$ cat src/rtl/core/lbc_ram.sv
module lbc_ram #(
    parameter int WIDTH = 64,
    parameter int DEPTH = 64
) (
    input  logic                                   clk,
    input  logic                                   we,
    input  logic [(DEPTH > 1 ? $clog2(DEPTH) : 1)-1:0] waddr,
    input  logic [WIDTH-1:0]                       wdata,
    input  logic [(DEPTH > 1 ? $clog2(DEPTH) : 1)-1:0] raddr,
    output logic [WIDTH-1:0]                       rdata
);

    logic [WIDTH-1:0] mem [DEPTH];

    always_ff @(posedge clk)
    begin
        if (we)
        begin
            mem[waddr] <= wdata;
        end
        rdata <= mem[raddr];
    end

endmodule

$ cat config.mk
export PLATFORM = sky130hd
export DESIGN_NAME = lbc_ram
export DESIGN_NICKNAME = d
export VERILOG_FILES = /design/src/rtl/core/lbc_ram.sv
export SDC_FILE = /design/constraint.sdc
export NUM_CORES = 2
export LEC_CHECK = 0
export BUFFER_PORTS_ARGS = -buffer_cell sky130_fd_sc_hd__buf_4
export CORE_ASPECT_RATIO = 1.2
export CORE_UTILIZATION = 45
export DETAILED_ROUTE_END_ITERATION = 10
export GPL_TIMING_DRIVEN = 0
export PLACE_DENSITY_LB_ADDON = 0.1
export SLEW_MARGIN = 20
export SYNTH_ARGS = -nofsm -noshare
export SYNTH_HDL_FRONTEND = slang
export SYNTH_SLANG_ARGS = --single-unit
$ cat constraint.sdc
create_clock -name clk -period 6.1 [get_ports clk]
set_clock_uncertainty 0.05 [all_clocks]
set_input_delay 0.305 -clock clk [delete_from_list [all_inputs] [get_ports clk]]
set_output_delay 0.305 -clock clk [all_outputs]
set_load 0.01 [all_outputs]
==> out/metrics.cfg <==
[setup_path]
path_max_fanout=10
reg2reg_setup_slack_ps=3170
worst-endpoint-required_ps=6800
crit-reg2reg-launch=mem[62][7]
crit_family=buffers and inverters
setup.worst_path.end_class=register
ff2ff_path_depth=5
path_buf_inv=5
crit_path_start_kind=primary input
cp_slowest_stage_delay_ps=990
cpMaxStageDelayCell=a211oi_1
path_cells=buf_2 -> buf_4 -> buf_2 -> buf_2 -> buf_4 -> mux2i_1 -> o22ai_1 -> a31oi_1 -> a211oi_1
crit_path_frequent_cell=buf_2
cp_data_arrival_time_ps=4870
crit_type=primary input to register
timing.rr.end=rdata[7]

[yosys]
postSynthAreaPerCell_um2=23.7
ys_ff_latch=4160
yosysWarningCount=0
gate_count_of_the_mapped_netlist=6598
synthesized_nets=6676
synth-xor-area-share=0
synth_mux_area_frac=0.156
synth_cell_type_count=33
yosys.area_share.adder=0
synth-compound-area-share=0.0248
ys_seq_area_frac=0.795
post_synth_instance_area_mm2=0.156
main_combinational_cell_family_by_area_after_synthesis=multiplexers
post_synth_and_or_nand_nor_area_fraction=0.0124

[global_route]
antenna_found_initial=63
grt_pass1_wl_um=621000
maximum_number_of_pins_on_one_net_before_global_route_repair=65
grt_overflow=0
groute.usage.overall=0.258
via_count_of_the_first_global_routing_pass=77449

[pwr]
power_density_mw_per_mm2=326
ir_drop_uv=225
total_power_uw=59800
total_leakage_power_uw=0.0576

[layout]
area.growth.synth_to_final_pct=17.4
final_common_cell=edfxtp_1
layout_cell_share_with_drive_strength_beyond_1=0.301
post_route_cell_area_mm2=0.184
layout.filler_cells=26257
layout_common_cells=edfxtp_1, mux4_2, clkbuf_16
nets=7570

[hold_path]
timing.hold.worst_path_depth=3
hp-class=primary input to register
hold_start=waddr[2]
worst_hold_path.endpoint=mem[54][63]

[die]
core_area_mm2=0.345
initial_utilization=0.453
design.portCount=142
std_cell_rows=236
die_h_um=648
die_w_um=540
die-area_mm2=0.350

[cts]
cts_tree=yes
clock-root-buffer=clkbuf_16
cts_post_setup_buffers_inserted=0
tritoncts.num_buffers=411
clkSlewWorstSetupHoldPaths_ps=60
clk-insertion-delay-late_ps=990
count_of_cells_resized_by_post_cts_repair=0
ctsHtreeMaxLevel=5
cts_hold_buffers=64
clock_sink_count=4160
ctsLongestPathBuffers=4

[drt]
detailedRoute.firstIterationViolations=8951
num_vias=75835
antenna_violating_nets_post_route=0
drc_errors=0
routed_wirelength_um=450000
first_pass_iters=7
detail_route.vias_per_cell=6.13
avgRoutedWirePerCell_um=36.4

[sta]
hold_viol=0
maxSlewHeadroom=0.163
fmax_mhz=240
max_slew.worst_pin.slew_ps=1240
fin_ws_ps=1930
period_share=0.683
timing_max_transition_violations_final=0
worst_hold_slack_ps=77.9
setup_repair_after_global_routing_missed_its_margin=false
layout_min_cycle_time_ps=4170
setup_viol=0

[placement]
finalWeightedCongestion=0.811
placement.cell_area_mm2=0.170
place.port_buffers=133
preCtsSetupSlack_ps=1050
dpl_hpwl_um=307000

[status]
status=completed

[job]
cap_viol_max_count=0

registers in the layout, summed over array words and instances (netlist names):
register	count
rdata	64
mem	4096
kinds of logic (layout without fill, tap and decap cells):
kind of cell / Yosys count / count (layout)
flip-flops: 4160 / 4160
multiplexers: 1159 / 1159
AO/OA/AOI/OAI: 504 / 504
buffers and inverters: 389 / 1615
AND/OR/NAND/NOR: 386 / 386
other: 0 / 30
worst max path at each step:
stage | start | end | cells past startpoint
6_report | raddr[2] | rdata[7] | 9
5_1_grt | raddr[2] | rdata[7] | 9
4_1_cts | raddr[2] | rdata[7] | 9
3_5_place_dp | raddr[2] | rdata[7] | 9
3_3_place_gp | waddr[3] | mem[48][35] | 4
2_1_floorplan | waddr[3] | mem[48][0] | 4
metrics by stage:
stage               TNS (ps)  cells  utilization
floorplan                  0   6598            -
global placement    -9828400  11253        0.473
detailed placement         0  11535        0.492
CTS                        0  12344        0.532
global route               0  12352        0.532
finish                     0  12376        0.532
synth_stat cells:
library cell | count | share of area
or3b_2 | 1 | 0.000056
a41oi_1 | 26 | 0.0015
edfxtp_1 | 4096 | 0.79
a31o_1 | 1 | 0.000056
and3_1 | 64 | 0.0026
nor3_1 | 2 | 0.000064
buf_6 | 6 | 0.00043
inv_1 | 19 | 0.00046
or2_2 | 28 | 0.0011
nand2_1 | 58 | 0.0014
nor2b_1 | 28 | 0.0011
o22ai_1 | 83 | 0.0033
a211oi_1 | 63 | 0.0030
a2bb2oi_1 | 19 | 0.0011
nand4b_1 | 1 | 0.000056
mux4_2 | 1024 | 0.15
buf_4 | 34 | 0.0016
buf_2 | 170 | 0.0054
nand4_1 | 2 | 0.000080
nand3_1 | 45 | 0.0014
a22o_1 | 88 | 0.0049
clkbuf_1 | 140 | 0.0034
nand2b_1 | 11 | 0.00044
a22oi_1 | 168 | 0.0081
a31oi_1 | 18 | 0.00072
and2_1 | 3 | 0.00012
o221ai_1 | 38 | 0.0021
mux2i_1 | 135 | 0.0086
nand3b_1 | 2 | 0.000096
nor2_1 | 112 | 0.0027
buf_1 | 20 | 0.00048
or3_1 | 29 | 0.0012
dfxtp_1 | 64 | 0.0082
layer usage:
layer,routed length (um),share of wire,GRT usage
met2,226000,0.50,0.434
met3,31600,0.070,0.0410
met4,14200,0.032,0.0761
met1,178000,0.40,0.347
met5,124,0.00028,0
where the power goes:
part | internal [uW] | switching, uW
clock | 14100 | 10700
sequential | 31600 | 64.0
combinational | 1120 | 2140
area by class of cell:
cell class | instances | area (um^2) | share of cell area
Antenna cell | 30 | 75.1 | 0.000409
Buffer | 370 | 1790 | 0.00976
Clock buffer | 546 | 11300 | 0.0615
Clock inverter | 199 | 1760 | 0.00958
Inverter | 19 | 71.3 | 0.000389
Multi-Input combinational cell | 2049 | 30800 | 0.168
Sequential cell | 4160 | 124000 | 0.677
Tap cell | 4522 | 5660 | 0.0308
Timing Repair Buffer | 481 | 7770 | 0.0423
worst reg2reg max path, delay by kind of cell, from the launching register on:
kind | cells | cell delay [ps]
AOI/OAI and AO/OA | 3 | 2010
muxes | 2 | 340
DFF | 1 | 330
(Power assumes the default switching activity.)
