$ cat src/rtl/core/lbc_pkg.sv
package lbc_pkg;

    localparam int MAX_ENTRIES_DEF = 64;
    localparam int BLOCK_WORDS_DEF = 32;

    localparam int KEY_W   = 12;
    localparam int STAMP_W = 32;
    localparam int WORD_W  = 64;
    localparam int EIU_W   = 7;
    localparam int CFG_IDX_W = 2;

    localparam logic [1:0] OP_LOOKUP = 2'd0;
    localparam logic [1:0] OP_INSERT = 2'd1;
    localparam logic [1:0] OP_UPDATE = 2'd2;
    localparam logic [1:0] OP_UNDEF  = 2'd3;

    localparam logic [CFG_IDX_W-1:0] CFG_ENABLE  = 2'd0;
    localparam logic [CFG_IDX_W-1:0] CFG_ENTRIES = 2'd1;

    localparam logic [EIU_W-1:0]   EIU_RESET = 7'd64;
    localparam logic [STAMP_W-1:0] CLOCK_MAX = 32'hFFFF_FFFF;

endpackage

$ cat src/rtl/core/lbc_scan.sv
module lbc_scan
    import lbc_pkg::*;
#(
    parameter int MAX_ENTRIES = MAX_ENTRIES_DEF
) (
    input  logic                           clk,
    input  logic                           rst_n,
    input  logic                           start,
    input  logic                           cmp_valid,
    input  logic [$clog2(MAX_ENTRIES)-1:0] cmp_idx,
    input  logic [KEY_W-1:0]               key,
    input  logic [KEY_W-1:0]               tag,
    input  logic [STAMP_W-1:0]             stamp,
    output logic                           hit,
    output logic [$clog2(MAX_ENTRIES)-1:0] hit_idx,
    output logic [$clog2(MAX_ENTRIES)-1:0] min_idx
);

    localparam int EW = $clog2(MAX_ENTRIES);

    logic               hit_reg, hit_next;
    logic [EW-1:0]      hit_idx_reg, hit_idx_next;
    logic [EW-1:0]      min_idx_reg, min_idx_next;
    logic [STAMP_W-1:0] min_stamp_reg, min_stamp_next;
    logic               have_min_reg, have_min_next;

    always_comb
    begin
        hit_next       = hit_reg;
        hit_idx_next   = hit_idx_reg;
        min_idx_next   = min_idx_reg;
        min_stamp_next = min_stamp_reg;
        have_min_next  = have_min_reg;
        if (start)
        begin
            hit_next      = 1'b0;
            have_min_next = 1'b0;
            min_idx_next  = '0;
        end
        else if (cmp_valid)
        begin
            if (tag == key)
            begin
                hit_next     = 1'b1;
                hit_idx_next = cmp_idx;
            end
            // strict compare keeps the lowest index among equal stamps
            if (!have_min_reg || (stamp < min_stamp_reg))
            begin
                have_min_next  = 1'b1;
                min_stamp_next = stamp;
                min_idx_next   = cmp_idx;
            end
        end
    end

    always_ff @(posedge clk or negedge rst_n)
    begin
        if (!rst_n)
        begin
            hit_reg      <= 1'b0;
            have_min_reg <= 1'b0;
        end
        else
        begin
            hit_reg      <= hit_next;
            have_min_reg <= have_min_next;
        end
    end

    always_ff @(posedge clk)
    begin
        hit_idx_reg   <= hit_idx_next;
        min_idx_reg   <= min_idx_next;
        min_stamp_reg <= min_stamp_next;
    end

    assign hit     = hit_reg;
    assign hit_idx = hit_idx_reg;
    assign min_idx = min_idx_reg;

endmodule

$ cat config.mk
export PLATFORM = sky130hd
export DESIGN_NAME = lbc_scan
export DESIGN_NICKNAME = d
export VERILOG_FILES = /design/src/rtl/core/lbc_pkg.sv /design/src/rtl/core/lbc_scan.sv
export SDC_FILE = /design/constraint.sdc
export NUM_CORES = 1
export LEC_CHECK = 0
export BUFFER_PORTS_ARGS = -buffer_cell sky130_fd_sc_hd__clkbuf_2
export CAP_MARGIN = 20
export CORE_MARGIN = 2
export CORE_UTILIZATION = 43
export DETAILED_ROUTE_END_ITERATION = 10
export PLACE_DENSITY = 0.77
export SETUP_SLACK_MARGIN = 0.3
export SLEW_MARGIN = 0
export SYNTH_ARGS = -nofsm -noshare
export SYNTH_HDL_FRONTEND = slang
export SYNTH_SLANG_ARGS = --single-unit
export TNS_END_PERCENT = 50
$ cat constraint.sdc
create_clock -name clk -period 5.5 [get_ports clk]
set_input_delay 0.825 -clock clk [delete_from_list [all_inputs] [get_ports clk]]
set_output_delay 0.825 -clock clk [all_outputs]
set_load 0.03 [all_outputs]
==> results by group, run 1 <==
Power
  – P_leak: 1.44 nW
  – Power per standard cell area: 248 nW/um^2
  – Worst VDD drop: 0.000141 V
  – Total power: 0.742 mW

Finish
  – Share of post-route cells with drive strength above 1: 31.6%
  – Number of diodes added for antenna fixing: 0
  – Most common library cell in the layout ignoring fill and taps: sky130_fd_sc_hd__clkbuf_2
  – Most used cells in the layout excluding fill and tap cells: 78 x sky130_fd_sc_hd__clkbuf_2, 38 x sky130_fd_sc_hd__edfxtp_1, 32 x sky130_fd_sc_hd__inv_1, 31 x sky130_fd_sc_hd__ha_1, 21 x sky130_fd_sc_hd__nand2_1
  – Largest register FFs: 32
  – Post-layout utilization of the core: 54.8%
  – Growth of design area from synthesis to finish: 24.1%
  – Post-layout net count: 384

CTS
  – Maximum count of clock buffers along a single path: 2
  – Worst skew pair latency: 0.30 ns
  – Number of buffers added by the clock tree synthesis step: 5
  – Clock slew at reported path FFs: 0.09 ns
  – TritonCTS Sinks: 46
  – Number of post-CTS setup repair buffers: 0
  – Number of instances resized during post-cts repair: 0
  – Maximum level of the CTS H-tree: 2
  – Post-cts hold buffer count: 0
  – Clock tree from TritonCTS: done
  – Cell at the root of the clock tree: sky130_fd_sc_hd__clkbuf_8

Global routing
  – Sum of overflow across all layers after global routing: 0
  – Largest net degree at the start of global routing: 18
  – Overall track demand over capacity in global routing: 15.5%
  – Global-route wire length before repair: 7.48 mm
  – Vias in the first global route: 1,802
  – Initial antenna violation count: 0

Timing
  – Number of setup violations in the final report: 0
  – Sum Neg Setup Slack: 0 ns
  – Highest achievable clock rate: 317 MHz
  – Share of the clock period used by the worst path after layout: 57.4%
  – Worst Skew: 0.0113 ns
  – Post-route minimum period: 3.15 ns
  – Hold Violations, Final: 0
  – Worst-margin pin slew: 1.01 ns
  – Final max-slew violation count: 0
  – Max_slew headroom: 32.2%
  – Setup repair after global routing missed its margin: false

Worst setup path
  – Critical Setup Path Class: in -> reg
  – Worst Reg2Reg Path Length in Cells: 9
  – Crit path launch type: primary input
  – Critical path capture point type: flip-flop
  – Max FO, Critical Path: 17
  – Reg-to-reg startpoint: min_stamp_reg[2]
  – Endpoint of the worst setup timing path: min_stamp_reg[11]
  – Arrival time worst endpoint: 3.14 ns
  – Critical path required time: 5.48 ns
  – R2R setup slack: 2.60 ns
  – Worst setup path start: stamp[2]
  – Capturing point of the worst reg2reg path: min_stamp_reg[11]

Detailed routing
  – Starting DRT DRC Count: 47
  – Post-DR wirelength/cell: 12.6 um
  – Iteration count of the initial detailed-routing pass: 4
  – Routed via count divided by cell count: 4.89
  – Vias after detailed routing: 1,759
  – Drt drc: 0
  – Remaining number of nets flagged by the antenna check after routing: 0
  – Detailed Route WL: 4.53 mm

Floorplan
  – # rows: 27
  – Die height: 78.9 um
  – Placeable core region: 5470 um^2
  – Width of the chip: 78.9 um
  – Top Ports: 79
  – Initial core utilization: 44.1%
  – Total die area: 6230 um^2

Synth
  – Largest area contributor in the netlist: sky130_fd_sc_hd__edfxtp_1
  – Post-synthesis cell type count: 29
  – Async S/R FF share, synth: 4.35%
  – Main synth FF type: sky130_fd_sc_hd__edfxtp_1
  – Leading cell types by total area after synthesis: sky130_fd_sc_hd__edfxtp_1 47%, sky130_fd_sc_hd__ha_1 16%, sky130_fd_sc_hd__dfxtp_1 5.0%
  – Combined area of all synthesized cells: 2410 um^2
  – Fraction of post-synthesis cell area in the top cell type by area: 47.3%
  – Gate count of the mapped netlist: 202
  – Nets in the synthesized netlist: 299
  – Synth Area per Inst: 12.0 um^2
  – Post-synth EDFFs: 38
  – Flip-flop and latch count after synthesis: 46
  – Proportion of synthesized chip area in sequential cells: 54.3%
  – Number of warnings printed during yosys synthesis: 0

Placement
  – Quantity of I/O buffers inserted on ports: 78
  – Placed wire-length estimate after detailed placement: 3.77 mm
  – Gp weighted congestion: 0.785

Run status
  – Run status: finished, final reports clean

Worst hold path
  – HP Class: in -> async

Flow run
  – Max-cap violations: 0
[power by group]
part / switching (mW) / internal (mW)
Clock: 0.115 / 0.118
Sequential: 0.00465 / 0.394
Combinational: 0.0613 / 0.0498
Total: 0.181 / 0.561
[worst max-delay path: stages]
cell and delay, ns:
sky130_fd_sc_hd__clkbuf_2 0.09, sky130_fd_sc_hd__ha_1 0.30, sky130_fd_sc_hd__a211o_1 0.29, sky130_fd_sc_hd__a31oi_1 0.16, sky130_fd_sc_hd__o311a_1 0.18, sky130_fd_sc_hd__o41ai_2 0.10
sky130_fd_sc_hd__and3_2 0.23, sky130_fd_sc_hd__nor2_2 0.58, sky130_fd_sc_hd__buf_4 0.38
[worst min path at each step]
stage	start	endpoint	cells past startpoint
global route	rst_n	have_min_reg	1
global placement	min_idx[1]	min_idx[1]	2
CTS	rst_n	hit	1
detailed placement	min_idx[5]	min_idx[5]	2
finish	rst_n	hit	1
floorplan	have_min_reg	have_min_reg	2
[synthesized netlist by cell type, types with 2 or more instances]
library cell               number
sky130_fd_sc_hd__edfxtp_1      38
sky130_fd_sc_hd__inv_1         32
sky130_fd_sc_hd__ha_1          31
sky130_fd_sc_hd__nand2_1       21
sky130_fd_sc_hd__a21oi_1       14
sky130_fd_sc_hd__xnor2_1        8
sky130_fd_sc_hd__nand4_1        7
sky130_fd_sc_hd__dfxtp_1        6
sky130_fd_sc_hd__mux2i_1        6
sky130_fd_sc_hd__nor2_1         6
sky130_fd_sc_hd__o21ai_0        6
sky130_fd_sc_hd__nand3_1        4
sky130_fd_sc_hd__xor2_1         4
sky130_fd_sc_hd__a21o_1         2
sky130_fd_sc_hd__dfrtp_1        2
sky130_fd_sc_hd__nor3_1         2
[per-stage QoR]
step	std cells	hold WS (ns)	instance area, um^2	setup WS (ns)
after global placement	352	0.443	2890	2.03
after detailed placement	352	0.447	2890	1.99
after global routing	360	0.280	3000	2.15
after CTS	360	0.285	3000	2.31
final	360	0.292	3000	2.35
after floorplan	202	0.481	2410	1.73
[cells by family (layout without fill, tap and decap cells)]
| family | count (synthesis) | in the layout | synth area share, % |
|---|---|---|---|
| xor gates and xnor gates | 12 | 12 | 4.35 |
| muxes | 6 | 6 | 2.49 |
| buffers and inverters | 33 | 119 | 5.49 |
| AOI/OAI and AO/OA | 28 | 28 | 7.67 |
| adders and majority gates | 31 | 31 | 16.1 |
| DFF | 46 | 46 | 54.3 |
| and+or+nand+nor | 46 | 46 | 9.64 |
[layout make-up]
cell class,instances,area [um^2]
Sequential cell,46,1310
Clock buffer,7,97.6
Tap cell,72,90.1
Timing Repair Buffer,79,398
Clock inverter,1,6.26
Inverter,32,120
Multi-Input combinational cell,123,973
Fill cell,492,2480
[metal layers]
layer  share of wire (%)  global-route usage (%)
met1                  39                    16.9
met2                  49                    27.6
met3                 8.6                    5.11
met4                 2.7                    6.72
met5                   0                       0
No activity file was read; power rests on OpenSTA's default activity.
==> inputs of run 2 (changes only) <==
==> constraint.sdc (replaced) <==
create_clock -name clk -period 3.1 [get_ports clk]
set_input_delay 0.465 -clock clk [delete_from_list [all_inputs] [get_ports clk]]
set_output_delay 0.465 -clock clk [all_outputs]
set_load 0.03 [all_outputs]
==> run 2 against run 1 <==
  * Routed wire length fell by 1.1%
  * Clock-buffer cell count did not move
  * Cell area rose by 0.71%
  * Total power rose by 78%
  * Flip-flop and latch count did not move
  * Sequential power rose by 78%
  * Via count fell by 2.5%
  * Worst setup slack got worse by 1.9 ns
  * First-iteration DRC count rose by 83%
  * Worst hold slack improved by 0.045 ns
  * Clock skew fell by 0.0042 ns
  * Global-route usage fell by 0.37 points
==> results by group, run 2 (synthesized netlist as in run 1, its figures left out) <==
Global routing
  – Overall track demand over capacity in global routing: 15.2% (was 15.5%)
  – Initial antenna violation count: 0 (unchanged)
  – Sum of overflow across all layers after global routing: 0 (unchanged)
  – Largest net degree at the start of global routing: 33 (was 18)
  – Vias in the first global route: 1,696 (was 1,802)
  – Global-route wire length before repair: 7.33 mm (was 7.48 mm)

Detailed routing
  – Routed metal-1 wire length: 2.01 mm (was 1.78 mm)
  – Amount of wire on met3 after detailed routing: 323 um (was 390 um)
  – Starting DRT DRC Count: 86 (was 47)
  – Remaining number of nets flagged by the antenna check after routing: 0 (unchanged)
  – Vias after detailed routing: 1,715 (was 1,759)
  – Highest routed metal layer: met4 (unchanged)
  – Post-DR wirelength/cell: 12.4 um (was 12.6 um)
  – Routed length on met2: 2.09 mm (was 2.23 mm)
  – Detailed Route WL: 4.48 mm (was 4.53 mm)
  – Drt drc: 0 (unchanged)
  – Routed via count divided by cell count: 4.74 (was 4.89)
  – Iteration count of the initial detailed-routing pass: 4 (unchanged)

Placement
  – Gp weighted congestion: 0.763 (was 0.785)
  – Number of cells in the design after placement: 352 (unchanged)
  – Quantity of I/O buffers inserted on ports: 78 (unchanged)
  – Area post-placement: 2900 um^2 (was 2890 um^2)
  – Placed wire-length estimate after detailed placement: 3.52 mm (was 3.77 mm)
  – Setup Slack @ Placement: 0.139 ns (was 1.99 ns)

Timing
  – Sum Neg Setup Slack: 0 ns (unchanged)
  – Final worst slack: 0.402 ns (was 2.35 ns)
  – Final max-slew violation count: 0 (unchanged)
  – Highest achievable clock rate: 371 MHz
  – Hold Violations, Final: 0 (unchanged)
  – Post-route minimum period: 2.70 ns
  – Worst-margin pin slew: 0.868 ns (was 1.01 ns)
  – Number of setup violations in the final report: 0 (unchanged)
  – Worst Skew: 0.00710 ns (was 0.0113 ns)
  – Setup repair after global routing missed its margin: true (was false)
  – Share of the clock period used by the worst path after layout: 87.0%
  – Max_slew headroom: 42.0% (was 32.2%)

Worst setup path
  – Reg-to-reg startpoint: min_stamp_reg[2] (unchanged)
  – Endpoint of the worst setup timing path: min_stamp_reg[28] (was min_stamp_reg[11])
  – Worst setup path start: min_stamp_reg[2] (was stamp[2])
  – R2R setup slack: 0.40 ns (was 2.60 ns)
  – Crit path launch type: flip-flop (was primary input)
  – Critical Setup Path Class: reg -> reg (was in -> reg)
  – Critical path capture point type: flip-flop (unchanged)
  – Worst Reg2Reg Path Length in Cells: 8 (was 9)
  – Max FO, Critical Path: 16 (was 17)
  – Critical path required time: 3.03 ns (was 5.48 ns)
  – Arrival time worst endpoint: 2.63 ns (was 3.14 ns)
  – Capturing point of the worst reg2reg path: min_stamp_reg[28] (was min_stamp_reg[11])

Floorplan
  – Initial core utilization: 44.1% (unchanged)
  – Top Ports: 79 (unchanged)
  – Placeable core region: 5470 um^2 (unchanged)
  – Width of the chip: 78.9 um (unchanged)
  – Total die area: 6230 um^2 (unchanged)
  – Die height: 78.9 um (unchanged)
  – # rows: 27 (unchanged)

CTS
  – Clock slew at reported path FFs: 0.09 ns (about the same)
  – Clock tree from TritonCTS: done (unchanged)
  – Maximum level of the CTS H-tree: 2 (unchanged)
  – Number of buffers added by the clock tree synthesis step: 5 (unchanged)
  – Worst skew pair latency: 0.30 ns (about the same)
  – Maximum count of clock buffers along a single path: 2 (unchanged)
  – TritonCTS Sinks: 46 (unchanged)
  – Cell at the root of the clock tree: sky130_fd_sc_hd__clkbuf_8 (unchanged)

Flow run
  – Max-cap violations: 0 (unchanged)

Finish
  – Number of diodes added for antenna fixing: 0 (unchanged)
  – Most used cells in the layout excluding fill and tap cells: 78 x sky130_fd_sc_hd__clkbuf_2, 38 x sky130_fd_sc_hd__edfxtp_1, 32 x sky130_fd_sc_hd__inv_1, 31 x sky130_fd_sc_hd__ha_1, 21 x sky130_fd_sc_hd__nand2_1 (unchanged)
  – Total of fill cells in the finished design: 491 (was 492)
  – Growth of design area from synthesis to finish: 25.0% (was 24.1%)
  – Post-layout net count: 386 (was 384)
  – Most common library cell in the layout ignoring fill and taps: sky130_fd_sc_hd__clkbuf_2 (unchanged)
  – Largest register FFs: 32 (unchanged)
  – Layout Cells excl Fill: 362 (was 360)
  – Share of post-route cells with drive strength above 1: 31.7% (was 31.6%)
  – Area of all placed cells without fillers: 3020 um^2 (was 3000 um^2)

Power
  – Total power: 1.32 mW (was 0.742 mW)
  – Power per standard cell area: 437 nW/um^2 (was 248 nW/um^2)
  – P_leak: 1.45 nW (was 1.44 nW)
  – Worst VDD drop: 0.000232 V (was 0.000141 V)

Worst hold path
  – HP Class: in -> reg (was in -> async)
  – Worst hold start: start

Run status
  – Run status: finished, final reports clean (unchanged)
## run 2: cell types whose count changed in the layout (fill, tap and decap cells not counted)
cell                            before  now
sky130_fd_sc_hd__dlygate4sd3_1       0    1
sky130_fd_sc_hd__nor2_4              0    1
## run 2: report_power, final
group	switching [mW]	internal [mW]
clock	0.205	0.209
combinational	0.108	0.0881
sequential	0.00830	0.698
total	0.322	0.995
## run 2: per-layer routing
layer / track usage [%] / vias to the layer above
li1: - / 893
met1: 19.2 / 754
met2: 24.7 / 62
met3: 4.77 / 6
met4: 5.17 / 0
met5: 0 / -
## run 2: how the worst min path moves through the flow
| stage | endpoint | cells after the start |
|---|---|---|
| after global routing | hit_idx[2] | 1 |
| final | have_min_reg | 2 |
| after floorplan | have_min_reg | 0 |
| after CTS | have_min_reg | 2 |
| after global placement | hit | 1 |
| after detailed placement | hit | 1 |
## run 2: per-stage QoR
step	hold WS [ns]	utilization [%]
floorplan	0.169	-
finish	0.337	55.1
detailed placement	0.258	52.9
global route	0.337	55.1
CTS	0.328	55.0
global placement	0.257	52.9
## run 2: layout make-up
cell class / count / area (um^2) / area share [%]
Sequential cell: 46 / 1310 / 43.4
Multi-Input combinational cell: 124 / 985 / 32.6
Timing Repair Buffer: 80 / 408 / 13.5
Inverter: 32 / 120 / 3.98
Clock buffer: 7 / 97.6 / 3.23
Tap cell: 72 / 90.1 / 2.99
Clock inverter: 1 / 6.26 / 0.207
## run 2: what timing repair did
| item | 4_1_cts | 5_1_grt |
|---|---|---|
| hold buffers | 1 | 0 |
| endpoints found under the hold margin | 2 | 0 |
| endpoints found under the setup margin | 0 | 32 |
| setup buffers | 0 | 0 |
| gates resized for setup | 0 | 0 |
## run 2: worst max-delay path, stage by stage (launching register included)
cell,delay (ns)
sky130_fd_sc_hd__edfxtp_1,0.36
sky130_fd_sc_hd__inv_1,0.07
sky130_fd_sc_hd__ha_1,0.23
sky130_fd_sc_hd__a211o_1,0.29
sky130_fd_sc_hd__a31oi_1,0.16
sky130_fd_sc_hd__o311a_1,0.18
sky130_fd_sc_hd__o41ai_2,0.10
sky130_fd_sc_hd__and3_2,0.25
sky130_fd_sc_hd__nor2_2,0.69
==> inputs of run 3 (changes only) <==
--- a/config.mk
+++ b/config.mk
@@ -5,12 +5,14 @@
 export SDC_FILE = /design/constraint.sdc
 export NUM_CORES = 1
 export LEC_CHECK = 0
+export ABC_AREA = 1
 export BUFFER_PORTS_ARGS = -buffer_cell sky130_fd_sc_hd__clkbuf_2
 export CAP_MARGIN = 20
 export CORE_MARGIN = 2
 export CORE_UTILIZATION = 43
+export CTS_BUF_LIST = sky130_fd_sc_hd__clkbuf_4
 export DETAILED_ROUTE_END_ITERATION = 10
-export PLACE_DENSITY = 0.77
+export PLACE_DENSITY = 0.76
 export SETUP_SLACK_MARGIN = 0.3
 export SLEW_MARGIN = 0
 export SYNTH_ARGS = -nofsm -noshare
==> run 3 against run 2 <==
  * Register-to-register slack better by 0.40 ns
  * Worst hold slack worse by 0.038 ns
  * Synthesized cell count is 31% higher
  * Worst setup slack better by 0.40 ns
  * Cell count is 18% higher
  * Synthesized area is 6.2% higher
  * Sequential share of layout area is 1.5 points lower
  * Routed wire length is 1.4% higher
  * Total power is 7.3% lower
  * Cell area is 3.6% higher
  * Critical path type unchanged
  * Critical endpoint is now min_stamp_reg[6]
  * Highest routed layer unchanged
==> results by group, run 3 <==
Run status
  – Run status: finished, final reports clean (unchanged)

Floorplan
  – Initial core utilization: 43.8% (was 44.1%)
  – Top Ports: 79 (unchanged)
  – # rows: 28 (was 27)
  – Total die area: 6600 um^2 (was 6230 um^2)
  – Placeable core region: 5850 um^2 (was 5470 um^2)
  – Width of the chip: 81.2 um (was 78.9 um)
  – Die height: 81.2 um (was 78.9 um)

Worst setup path
  – Worst setup path start: min_stamp_reg[5] (was min_stamp_reg[2])
  – Critical Setup Path Class: reg -> reg (unchanged)
  – Arrival time worst endpoint: 2.37 ns (was 2.63 ns)
  – Crit path launch type: flip-flop (unchanged)
  – Reg-to-reg startpoint: min_stamp_reg[5] (was min_stamp_reg[2])
  – Critical path capture point type: flip-flop (unchanged)
  – Critical path required time: 3.17 ns (was 3.03 ns)
  – Capturing point of the worst reg2reg path: min_stamp_reg[6] (was min_stamp_reg[28])
  – Endpoint of the worst setup timing path: min_stamp_reg[6] (was min_stamp_reg[28])
  – R2R setup slack: 0.80 ns (was 0.40 ns)
  – Max FO, Critical Path: 24 (was 16)
  – Worst Reg2Reg Path Length in Cells: 14 (was 8)

Finish
  – Number of diodes added for antenna fixing: 0 (unchanged)
  – Largest register FFs: 32 (unchanged)
  – Area of all placed cells without fillers: 3130 um^2 (was 3020 um^2)
  – Most common library cell in the layout ignoring fill and taps: sky130_fd_sc_hd__clkbuf_2 (unchanged)
  – Total of fill cells in the finished design: 530 (was 491)
  – Growth of design area from synthesis to finish: 22.0% (was 25.0%)
  – Share of post-route cells with drive strength above 1: 28.5% (was 31.7%)
  – Post-layout utilization of the core: 53.5% (was 55.1%)
  – Post-layout net count: 447 (was 386)
  – Most used cells in the layout excluding fill and tap cells: 78 x sky130_fd_sc_hd__clkbuf_2, 66 x sky130_fd_sc_hd__inv_1, 56 x sky130_fd_sc_hd__nand2_1, 38 x sky130_fd_sc_hd__edfxtp_1, 31 x sky130_fd_sc_hd__ha_1 (was 78 x sky130_fd_sc_hd__clkbuf_2, 38 x sky130_fd_sc_hd__edfxtp_1, 32 x sky130_fd_sc_hd__inv_1, 31 x sky130_fd_sc_hd__ha_1, 21 x sky130_fd_sc_hd__nand2_1)

Global routing
  – Met2 capacity usage during global routing: 27.6% (was 24.7%)
  – Global-route wire length before repair: 7.67 mm (was 7.33 mm)
  – Overall track demand over capacity in global routing: 15.4% (was 15.2%)
  – Met3 usage in global routing: 5.33% (was 4.77%)
  – Sum of overflow across all layers after global routing: 0 (unchanged)
  – Fraction of met1 tracks used by global routing: 16.9% (was 19.2%)
  – Vias in the first global route: 1,908 (was 1,696)
  – Largest net degree at the start of global routing: 25 (was 33)
  – Initial antenna violation count: 0 (unchanged)
  – Peak-usage layer in the global routing report: met2 (unchanged)

Synth
  – Number of warnings printed during yosys synthesis: 0 (unchanged)
  – Gate count of the mapped netlist: 264 (was 202)
  – Fraction of post-synthesis cell area in the top cell type by area: 44.5% (was 47.3%)
  – Post-synthesis cell type count: 33 (was 29)
  – Proportion of synthesized chip area in sequential cells: 51.1% (was 54.3%)
  – Flip-flop and latch count after synthesis: 46 (unchanged)
  – Leading cell types by total area after synthesis: sky130_fd_sc_hd__edfxtp_1 44%, sky130_fd_sc_hd__ha_1 15%, sky130_fd_sc_hd__inv_1 9.7% (was sky130_fd_sc_hd__edfxtp_1 47%, sky130_fd_sc_hd__ha_1 16%, sky130_fd_sc_hd__dfxtp_1 5.0%)
  – Most common cell in the synthesized netlist: sky130_fd_sc_hd__inv_1 (was sky130_fd_sc_hd__edfxtp_1)
  – Main synth FF type: sky130_fd_sc_hd__edfxtp_1 (unchanged)
  – Combined area of all synthesized cells: 2560 um^2 (was 2410 um^2)
  – Largest area contributor in the netlist: sky130_fd_sc_hd__edfxtp_1 (unchanged)
  – Most frequent cells after synthesis: 66 x sky130_fd_sc_hd__inv_1, 56 x sky130_fd_sc_hd__nand2_1, 38 x sky130_fd_sc_hd__edfxtp_1 (was 38 x sky130_fd_sc_hd__edfxtp_1, 32 x sky130_fd_sc_hd__inv_1, 31 x sky130_fd_sc_hd__ha_1)
  – Async S/R FF share, synth: 4.35% (unchanged)
  – Synth Area per Inst: 9.72 um^2 (was 12.0 um^2)
  – Post-synth EDFFs: 38 (unchanged)
  – Nets in the synthesized netlist: 361 (was 299)

Timing
  – Sum Neg Setup Slack: 0 ns (unchanged)
  – Highest achievable clock rate: 435 MHz (was 371 MHz)
  – Worst-margin pin slew: 0.387 ns (was 0.868 ns)
  – Hold Violations, Final: 0 (unchanged)
  – Worst Skew: 0.00951 ns (was 0.00710 ns)
  – Number of setup violations in the final report: 0 (unchanged)
  – Max_slew headroom: 74.2% (was 42.0%)
  – Post-route minimum period: 2.30 ns (was 2.70 ns)
  – Share of the clock period used by the worst path after layout: 74.1% (was 87.0%)
  – Final max-slew violation count: 0 (unchanged)
  – Setup repair after global routing missed its margin: false (was true)
  – Hold Slack: 0.299 ns (was 0.337 ns)

Power
  – Psw: 0.310 mW (was 0.322 mW)
  – Part of the total power dissipated in the clock network: 24.1% (was 31.5%)
  – Power per standard cell area: 390 nW/um^2 (was 437 nW/um^2)
  – Combinational share of power: 17.8% (was 14.9%)
  – P_leak: 1.70 nW (was 1.45 nW)
  – Share of total power in sequential cells: 58.1% (was 53.6%)
  – Switching power as a share of total power: 25.4% (was 24.4%)
  – Worst VDD drop: 0.000178 V (was 0.000232 V)
  – P_int: 0.911 mW (was 0.995 mW)

CTS
  – Cell at the root of the clock tree: sky130_fd_sc_hd__clkbuf_4 (was sky130_fd_sc_hd__clkbuf_8)
  – Post-cts hold buffer count: 1 (unchanged)
  – Maximum level of the CTS H-tree: 2 (unchanged)
  – Worst skew pair latency: 0.35 ns (was 0.30 ns)
  – Number of post-CTS setup repair buffers: 0 (unchanged)
  – TritonCTS Sinks: 46 (unchanged)
  – Clock tree from TritonCTS: done (unchanged)
  – Number of buffers added by the clock tree synthesis step: 5 (unchanged)
  – Maximum count of clock buffers along a single path: 2 (unchanged)
  – Clock slew at reported path FFs: 0.13 ns (was 0.09 ns)
  – Number of instances resized during post-cts repair: 0 (unchanged)

Flow run
  – Max-cap violations: 0 (unchanged)

Detailed routing
  – Routed via count divided by cell count: 4.49 (was 4.74)
  – Starting DRT DRC Count: 68 (was 86)
  – Vias after detailed routing: 1,914 (was 1,715)
  – Detailed Route WL: 4.55 mm (was 4.48 mm)
  – Post-DR wirelength/cell: 10.7 um (was 12.4 um)
  – Drt drc: 0 (unchanged)
  – Remaining number of nets flagged by the antenna check after routing: 0 (unchanged)
  – Iteration count of the initial detailed-routing pass: 4 (unchanged)

Placement
  – Gp weighted congestion: 0.731 (was 0.763)
  – Quantity of I/O buffers inserted on ports: 78 (unchanged)
  – Placed wire-length estimate after detailed placement: 3.83 mm (was 3.52 mm)
  – Area post-placement: 3060 um^2 (was 2900 um^2)

Worst hold path
  – HP Class: in -> reg (unchanged)
  – Number of cells on the worst hold path: 1 (was 2)
run 3: cell count changes in the layout (fill, tap and decap cells not counted), moves of 5 or more:
cell | before | now
sky130_fd_sc_hd__clkbuf_8 | 5 | 0
sky130_fd_sc_hd__xnor2_1 | 8 | 1
sky130_fd_sc_hd__nand2_1 | 21 | 56
sky130_fd_sc_hd__nor2_1 | 5 | 10
sky130_fd_sc_hd__inv_1 | 32 | 66
sky130_fd_sc_hd__clkbuf_4 | 0 | 8
sky130_fd_sc_hd__mux2i_1 | 6 | 0
sky130_fd_sc_hd__nand4_1 | 7 | 2
run 3: layout make-up:
type / count / area [um^2] / share of cell area [%]
well taps: 75 / 93.8 / 3.00
inverters: 68 / 258 / 8.24
flip-flops and latches: 46 / 1310 / 41.9
multi-input cells: 149 / 985 / 31.5
clock buffers: 8 / 60.1 / 1.92
repair buffers: 80 / 420 / 13.4
run 3: how the worst min path moves through the flow:
stage / startpoint / end / slack [ns]
detailed placement: rst_n / hit / 0.27
global route: stamp[28] / min_stamp_reg[28] / 0.28
global placement: rst_n / hit / 0.26
CTS: stamp[11] / min_stamp_reg[11] / 0.28
floorplan: rst_n / have_min_reg / 0.17
finish: stamp[11] / min_stamp_reg[11] / 0.30
run 3: cell families after synthesis:
family,Yosys count,share of synthesized area (%)
buf+inv,69,10.5
xor+xnor,2,0.683
flops,46,51.1
compound gates,28,6.39
fa+ha+maj,31,15.1
simple gates,88,16.2
run 3: through the flow:
step	instances	total power, mW	worst slack, ns
6_report	426	1.22	0.803
5_1_grt	426	1.29	0.552
4_1_cts	426	1.24	0.772
3_5_place_dp	417	0.944	0.566
3_3_place_gp	417	0.935	0.602
2_1_floorplan	264	0.855	0.637
run 3: worst max-delay path: stages (launching register included):
cell and delay, ns:
sky130_fd_sc_hd__edfxtp_1 0.39, sky130_fd_sc_hd__inv_1 0.07, sky130_fd_sc_hd__ha_1 0.23, sky130_fd_sc_hd__a21oi_1 0.13, sky130_fd_sc_hd__nor2_1 0.06, sky130_fd_sc_hd__nor3_2 0.10
sky130_fd_sc_hd__nand2_1 0.07, sky130_fd_sc_hd__nand2_1 0.05, sky130_fd_sc_hd__nand2_1 0.06, sky130_fd_sc_hd__nand2_1 0.07, sky130_fd_sc_hd__nand2_2 0.06, sky130_fd_sc_hd__nand2_4 0.10
sky130_fd_sc_hd__nand2_4 0.08, sky130_fd_sc_hd__inv_1 0.30, sky130_fd_sc_hd__buf_12 0.23
run 3: power groups by stage:
stage	clock network, mW	registers (mW)	logic, mW
after floorplan	0	0.739	0.117
after global placement	0	0.724	0.212
after detailed placement	0	0.725	0.220
after CTS	0.309	0.710	0.222
after global routing	0.326	0.713	0.252
final	0.294	0.710	0.217
run 3: metal layers:
layer | vias to the layer above | part of all wire, % | routed length [um]
met5 | - | 0 | 0
met4 | 0 | 1.4 | 65
met3 | 7 | 7.9 | 360
met2 | 62 | 49 | 2230
met1 | 823 | 42 | 1890
li1 | 1022 | - | -
